$ cat config.mk
export PLATFORM = sky130hd
export DESIGN_NAME = length_prefixed_record_deframer_core
export DESIGN_NICKNAME = d
export VERILOG_FILES = /design/src/lprd_pkg.sv /design/src/lprd_parse.sv /design/src/length_prefixed_record_deframer_core.sv
export SDC_FILE = /design/constraint.sdc
export NUM_CORES = 1
export LEC_CHECK = 0
export ABC_AREA = 1
export BUFFER_PORTS_ARGS = -buffer_cell sky130_fd_sc_hd__buf_2
export CORE_MARGIN = 1
export CORE_UTILIZATION = 40
export DETAILED_ROUTE_END_ITERATION = 7
export PLACE_DENSITY = 0.57
export SYNTH_ARGS = -nofsm -noshare
export SYNTH_HDL_FRONTEND = slang
export SYNTH_SLANG_ARGS = --single-unit
$ cat constraint.sdc
create_clock -name clock -period 4.4 [get_ports clock]
set_input_delay 0.44 -clock clock [delete_from_list [all_inputs] [get_ports clock]]
set_output_delay 0.44 -clock clock [all_outputs]
set_load 0.01 [all_outputs]
$ cat src/lprd_pkg.sv
// -----------------------------------------------------------------------------
// lprd_pkg
// Shared types and constants for the length-prefixed record deframer.
// -----------------------------------------------------------------------------
package lprd_pkg;

   localparam int unsigned MAX_SYMBOL_SIZE  = 4096;
   localparam int unsigned SIZE_WIDTH       = 13;
   localparam int unsigned OFFSET_WIDTH     = 12;
   localparam int unsigned LENGTH_WIDTH     = 16;
   localparam int unsigned BYTE_WIDTH       = 8;
   localparam int unsigned CSR_INDEX_WIDTH  = 4;
   localparam int unsigned CSR_DATA_WIDTH   = 16;
   localparam int unsigned HEADER_BYTES     = 2;

   localparam logic [SIZE_WIDTH-1:0]   MIN_SIZE       = SIZE_WIDTH'(HEADER_BYTES);
   localparam logic [SIZE_WIDTH-1:0]   MAX_SIZE       = SIZE_WIDTH'(MAX_SYMBOL_SIZE);
   localparam logic [SIZE_WIDTH-1:0]   SIZE_RESET     = SIZE_WIDTH'(1024);
   localparam logic [LENGTH_WIDTH-1:0] LENGTH_RESET   = LENGTH_WIDTH'(256);
   localparam logic [LENGTH_WIDTH-1:0] HEADER_LENGTH  = LENGTH_WIDTH'(HEADER_BYTES);

   localparam logic [CSR_INDEX_WIDTH-1:0] CSR_SYMBOL_SIZE   = CSR_INDEX_WIDTH'(0);
   localparam logic [CSR_INDEX_WIDTH-1:0] CSR_RECORD_LENGTH = CSR_INDEX_WIDTH'(1);

   typedef enum logic [3:0] {
      PHASE_WAIT    = 4'b0001,
      PHASE_HIGH    = 4'b0010,
      PHASE_PAYLOAD = 4'b0100,
      PHASE_SKIP    = 4'b1000
   } phase_type;

   typedef struct packed {
      phase_type                phase;
      logic [OFFSET_WIDTH-1:0]  offset;
      logic [LENGTH_WIDTH-1:0]  remaining;
      logic [BYTE_WIDTH-1:0]    header_low;
   } parse_state_type;

   typedef struct packed {
      logic                     valid;
      logic [BYTE_WIDTH-1:0]    payload_byte;
      logic                     last_of_record;
      logic                     bad_length;
   } result_type;

endpackage

$ cat src/lprd_parse.sv
// -----------------------------------------------------------------------------
// lprd_parse
// One-byte step of the deframer: next parse state and the optional result.
// -----------------------------------------------------------------------------
module lprd_parse (
   input  lprd_pkg::parse_state_type                state_cur,
   input  logic [lprd_pkg::BYTE_WIDTH-1:0]          data_byte,
   input  logic [lprd_pkg::SIZE_WIDTH-1:0]          symbol_size,
   input  logic [lprd_pkg::LENGTH_WIDTH-1:0]        record_length,
   output lprd_pkg::parse_state_type                state_nxt,
   output lprd_pkg::result_type                     result
);
   import lprd_pkg::*;

   logic [SIZE_WIDTH-1:0]   eff_size;
   logic [SIZE_WIDTH-1:0]   offset_plus;
   logic                    at_end;
   logic [LENGTH_WIDTH-1:0] header_len;
   logic [LENGTH_WIDTH-1:0] remaining_dec;
   phase_type               phase_mid;

   always_comb begin
      if (symbol_size < MIN_SIZE) begin
         eff_size = MIN_SIZE;
      end else if (symbol_size > MAX_SIZE) begin
         eff_size = MAX_SIZE;
      end else begin
         eff_size = symbol_size;
      end
   end

   assign offset_plus   = {1'b0, state_cur.offset} + SIZE_WIDTH'(1);
   assign at_end        = (offset_plus >= eff_size);
   assign header_len    = {data_byte, state_cur.header_low};
   assign remaining_dec = state_cur.remaining - LENGTH_WIDTH'(1);

   always_comb begin
      state_nxt = state_cur;
      result    = '0;
      phase_mid = state_cur.phase;
      unique case (state_cur.phase)
         PHASE_WAIT: begin
            if (!at_end) begin
               state_nxt.header_low = data_byte;
               phase_mid            = PHASE_HIGH;
            end
         end
         PHASE_HIGH: begin
            if (header_len == '0) begin
               phase_mid = PHASE_SKIP;
            end else if (header_len != record_length) begin
               result.valid      = 1'b1;
               result.bad_length = 1'b1;
               phase_mid         = PHASE_SKIP;
            end else if (header_len <= HEADER_LENGTH) begin
               state_nxt.remaining = '0;
               phase_mid           = PHASE_WAIT;
            end else begin
               state_nxt.remaining = header_len - HEADER_LENGTH;
               phase_mid           = PHASE_PAYLOAD;
            end
         end
         PHASE_PAYLOAD: begin
            state_nxt.remaining   = remaining_dec;
            result.valid          = 1'b1;
            result.payload_byte   = data_byte;
            result.last_of_record = (remaining_dec == '0);
            if (remaining_dec == '0) begin
               phase_mid = PHASE_WAIT;
            end
         end
         PHASE_SKIP: begin
            phase_mid = PHASE_SKIP;
         end
         default: begin
            phase_mid = PHASE_WAIT;
         end
      endcase

      if (at_end) begin
         state_nxt.offset = '0;
         state_nxt.phase  = (phase_mid == PHASE_SKIP) ? PHASE_WAIT : phase_mid;
      end else begin
         state_nxt.offset = offset_plus[OFFSET_WIDTH-1:0];
         state_nxt.phase  = phase_mid;
      end
   end

endmodule

$ cat src/length_prefixed_record_deframer_core.sv
// -----------------------------------------------------------------------------
// length_prefixed_record_deframer_core
// Splits a byte stream of fixed-size symbols into length-prefixed records.
// -----------------------------------------------------------------------------
// The block takes one byte per clock cycle while req_stall is low and gives
// at most one result per byte in the next cycle: a payload byte
// (last_of_record on the final one) or a bad_length marker. The whole per-byte
// step is one counter and header update between the parse state registers and
// the result register, so the sustained rate is one byte per cycle; req_stall
// rises only while the result register holds a result and rsp_stall is high.
// Write symbol_size and record_length only while the block is idle.
module length_prefixed_record_deframer_core (
   input  logic                                   clock,
   input  logic                                   reset,
   input  logic                                   req_valid,
   output logic                                   req_stall,
   input  logic [lprd_pkg::BYTE_WIDTH-1:0]        req_data_byte,
   output logic                                   rsp_valid,
   input  logic                                   rsp_stall,
   output logic [lprd_pkg::BYTE_WIDTH-1:0]        rsp_payload_byte,
   output logic                                   rsp_last_of_record,
   output logic                                   rsp_bad_length,
   input  logic                                   csr_write_enable,
   input  logic [lprd_pkg::CSR_INDEX_WIDTH-1:0]   csr_index,
   input  logic [lprd_pkg::CSR_DATA_WIDTH-1:0]    csr_write_data
);
   import lprd_pkg::*;

   logic [SIZE_WIDTH-1:0]   symbol_size_ff;
   logic [LENGTH_WIDTH-1:0] record_length_ff;
   parse_state_type         state_ff;
   parse_state_type         state_in;
   result_type              step_result;
   logic                    out_valid_ff;
   logic                    out_valid_in;
   logic [BYTE_WIDTH-1:0]   out_byte_ff;
   logic                    out_last_ff;
   logic                    out_bad_ff;
   logic                    accept;

   assign req_stall = out_valid_ff & rsp_stall;
   assign accept    = req_valid & ~req_stall;

   lprd_parse u_parse (
      .state_cur     (state_ff),
      .data_byte     (req_data_byte),
      .symbol_size   (symbol_size_ff),
      .record_length (record_length_ff),
      .state_nxt     (state_in),
      .result        (step_result)
   );

   always_ff @(posedge clock) begin
      if (reset) begin
         symbol_size_ff   <= SIZE_RESET;
         record_length_ff <= LENGTH_RESET;
      end else if (csr_write_enable) begin
         if (csr_index == CSR_SYMBOL_SIZE) begin
            symbol_size_ff <= csr_write_data[SIZE_WIDTH-1:0];
         end else if (csr_index == CSR_RECORD_LENGTH) begin
            record_length_ff <= csr_write_data[LENGTH_WIDTH-1:0];
         end
      end
   end

   always_ff @(posedge clock) begin
      if (reset) begin
         state_ff.phase      <= PHASE_WAIT;
         state_ff.offset     <= '0;
         state_ff.remaining  <= '0;
         state_ff.header_low <= '0;
      end else if (accept) begin
         state_ff <= state_in;
      end
   end

   always_comb begin
      if (accept) begin
         out_valid_in = step_result.valid;
      end else begin
         out_valid_in = out_valid_ff & rsp_stall;
      end
   end

   always_ff @(posedge clock) begin
      if (reset) begin
         out_valid_ff <= 1'b0;
      end else begin
         out_valid_ff <= out_valid_in;
      end
   end

   always_ff @(posedge clock) begin
      if (accept && step_result.valid) begin
         out_byte_ff <= step_result.payload_byte;
         out_last_ff <= step_result.last_of_record;
         out_bad_ff  <= step_result.bad_length;
      end
   end

   assign rsp_valid          = out_valid_ff;
   assign rsp_payload_byte   = out_byte_ff;
   assign rsp_last_of_record = out_last_ff;
   assign rsp_bad_length     = out_bad_ff;

endmodule

==> results.py <==
metrics = {
    "cts": {
        "clock_sinks": 80,
        "h-tree-depth": 3,
        "path_clk_slew_ns": 0.06,
        "cts_setup_buffers": 0,
        "clock_path_buffers": 2,
        "clkLatencyLatePin_ns": 0.35,
        "cts_root_buf": "clkbuf_16",
        "cts_tree": "done",
        "cts_resized": 0,
        "cts_buffers": 9,
        "hold_buffers": 0,
    },
    "placed_design": {
        "place.port_buffers": 44,
        "hpwl_mm": 9.56,
        "dp_cells": 911,
        "gp_congestion": 0.869,
    },
    "timing": {
        "fin_skew_ns": 0.00782,
        "hold_ws_ns": 0.317,
        "worst_slew_margin_rel": 0.420,
        "min_period_over_period": 0.801,
        "tightest_slew_ns": 0.869,
        "setup_tns_ns": 0,
        "rsz0062_at_grt": "false",
        "finalHoldViolations": 0,
        "fin_crit_ns": 3.53,
        "finalMaxSlewViolations": 0,
        "setup-violations-final": 0,
        "fmax_mhz": 284,
    },
    "power_and_ir_drop": {
        "vdd_ir_drop_max_mv": 0.254,
        "total_leakage_power_nw": 2.47,
        "p_total_mw": 1.89,
        "p_per_area_mw_per_mm2": 343,
    },
    "logic_synthesis": {
        "synthCells": 742,
        "ys_warn_count": 0,
        "yosysSeqAreaShare": 0.345,
        "ys_seq_elements": 80,
        "syn_nets": 792,
        "ys_types": 36,
        "synth_area_leader_cell": "dfxtp_1",
        "syn_avg_cell_area_sq_um": 6.64,
        "yosys-top-cells-area": "dfxtp_1 28%, nand2_1 16%, nor2_1 7.3%",
        "synthesis.area_sq_mm": 0.00493,
        "synth.top_cell.area_share": 0.284,
    },
    "die": {
        "ios": 45,
        "die_x_microns": 113,
        "dieArea_sq_mm": 0.0128,
        "die_h_microns": 113,
        "start_util": 0.410,
        "row_count": 40,
        "core_sq_mm": 0.0120,
    },
    "status": {
        "status": "completed",
    },
    "worst_setup_path": {
        "path_class": "reg2reg",
        "required_ns": 4.62,
        "crit_path_start_kind": "flip-flop",
        "path_max_fanout": 17,
        "reg2reg_depth": 17,
        "arrival_ns": 3.75,
        "critical_path.endpoint_type": "flip-flop",
    },
    "routing": {
        "ant_nets": 0,
        "viasPerCell": 5.04,
        "wl_per_cell_microns": 13.6,
        "vias": 4668,
        "drtIter0Drc": 268,
        "drc": 0,
        "dr.pass1.iters": 4,
        "drt_wl_total_mm": 12.6,
    },
    "finish": {
        "diodes": 0,
        "finalNonFillerCells": 927,
        "drive_above_1_share": 0.118,
        "areaGrowthSynthToFinish_pct": 11.7,
        "final_nets": 825,
    },
    "global_routing": {
        "antenna_found_initial": 0,
        "grtUsageTotal": 0.211,
        "grt_max_degree": 39,
        "grt_pass1_vias": 4462,
        "grt_pass1_wl_mm": 21.2,
        "globalRouteOverflowTotal": 0,
    },
    "min_path": {
        "hp-class": "in2reg",
        "hold_path_depth": 3,
    },
    "run": {
        "cap_violations": 0,
    },
}
[path summary, 6_finish.rpt]
check                              startpoint                                 to  slack [ns]
max                 state_ff[24]$_SDFFE_PP0P_           state_ff[4]$_SDFFE_PP0P_        0.87
max reg2reg         state_ff[24]$_SDFFE_PP0P_           state_ff[4]$_SDFFE_PP0P_        0.87
min reg2reg  record_length_ff[2]$_SDFFE_PP0P_   record_length_ff[2]$_SDFFE_PP0P_        0.47
min                        csr_write_data[13]  record_length_ff[13]$_SDFFE_PP0P_        0.32
[per-layer routing]
layer,vias to the layer above,wire (microns),GRT usage
li1,2465,-,-
met2,82,5890,0.355
met5,-,0,0
met3,17,512,0.0503
met1,2104,5920,0.267
met4,0,238,0.0684
[cell usage after synthesis]
cell type / n
nand3b_1: 6
dfxtp_1: 70
buf_2: 2
nand4_1: 11
nor3_2: 1
nor4_1: 2
inv_2: 11
inv_1: 61
o21bai_1: 1
nand2_2: 6
o21ai_4: 1
xor2_1: 21
and3_1: 1
nor2_4: 2
edfxtp_1: 10
xnor2_1: 15
nand2_4: 1
and2_1: 2
a211oi_1: 1
o21ai_1: 4
o22ai_1: 5
clkbuf_1: 14
nand2_1: 207
nand3_1: 42
ha_1: 17
o21ai_0: 42
buf_1: 1
buf_4: 2
a21oi_2: 3
a31oi_1: 2
buf_6: 4
nor2_1: 96
nor2_2: 6
nor3_1: 6
a21oi_1: 65
clkinv_1: 1
[critical path: stages (launching register included)]
cell and delay, ns:
dfxtp_1 0.40, ha_1 0.21, nand2_1 0.07, nor2_1 0.13, nand4_1 0.16, nor2_1 0.16
xor2_1 0.21, ha_1 0.29, nand2_1 0.09, inv_1 0.05, o21bai_1 0.11, nand2_1 0.06
a21oi_1 0.11, nand3_1 0.16, nor2_2 0.43, nand2_1 0.41, o21ai_0 0.27, a21oi_1 0.06
[cell families after synthesis]
logic type	after synthesis	share of synthesized area
xor gates and xnor gates	36	0.0640
AOI/OAI and AO/OA	124	0.133
adders and majority gates	17	0.0432
and+or+nand+nor	389	0.333
buffers and inverters	96	0.0812
DFF	80	0.345
[state kept, by name, summed over array words and instances, names as in the netlist]
register	cells
record_length_ff	16
rsp_bad_length	1
rsp_last_of_record	1
rsp_payload_byte	8
rsp_valid	1
state_ff	40
symbol_size_ff	13
[cell usage in the layout, fill, tap and decap left out, types with 2 or more instances in the layout]
master,Yosys,final
dfxtp_1,70,70
nor3_1,6,6
a21oi_2,3,3
edfxtp_1,10,10
nand3_1,42,42
inv_6,0,2
nand4_1,11,11
clkinvlp_4,0,3
nor2_4,2,2
inv_1,61,61
a21oi_1,65,65
clkbuf_16,0,9
a31oi_1,2,2
o21ai_0,42,42
nor2_1,96,96
o21ai_1,4,4
xnor2_1,15,15
nand2_2,6,6
nor2_2,6,6
xor2_1,21,21
nand2_1,207,207
nor4_1,2,2
buf_2,2,44
o22ai_1,5,5
ha_1,17,17
inv_2,11,11
nand3b_1,6,6
and2_1,2,2
[power breakdown]
part           internal, mW  switching, mW  leakage (nW)
Sequential            0.764         0.0283         0.662
Clock                 0.406          0.329         0.134
Combinational         0.129          0.232          1.68
Total                  1.30          0.589          2.47
[through the flow]
stage | worst slack [ns] | utilization | instance area [sq um]
2_1_floorplan | 1.73 | - | 4930
3_3_place_gp | 1.06 | 0.434 | 5210
3_5_place_dp | 0.881 | 0.434 | 5210
4_1_cts | 0.860 | 0.458 | 5500
5_1_grt | 0.427 | 0.458 | 5500
6_report | 0.874 | 0.458 | 5500
[area by class of cell]
cell class              count  area [sq um]
clock inverters             6          51.3
flip-flops and latches     80          1700
multi-input cells         566          2830
fillers                  1280          6510
well taps                 147           184
repair buffers             45           228
clock buffers              10           239
inverters                  73           274
Power figures use the tool's default switching activity.
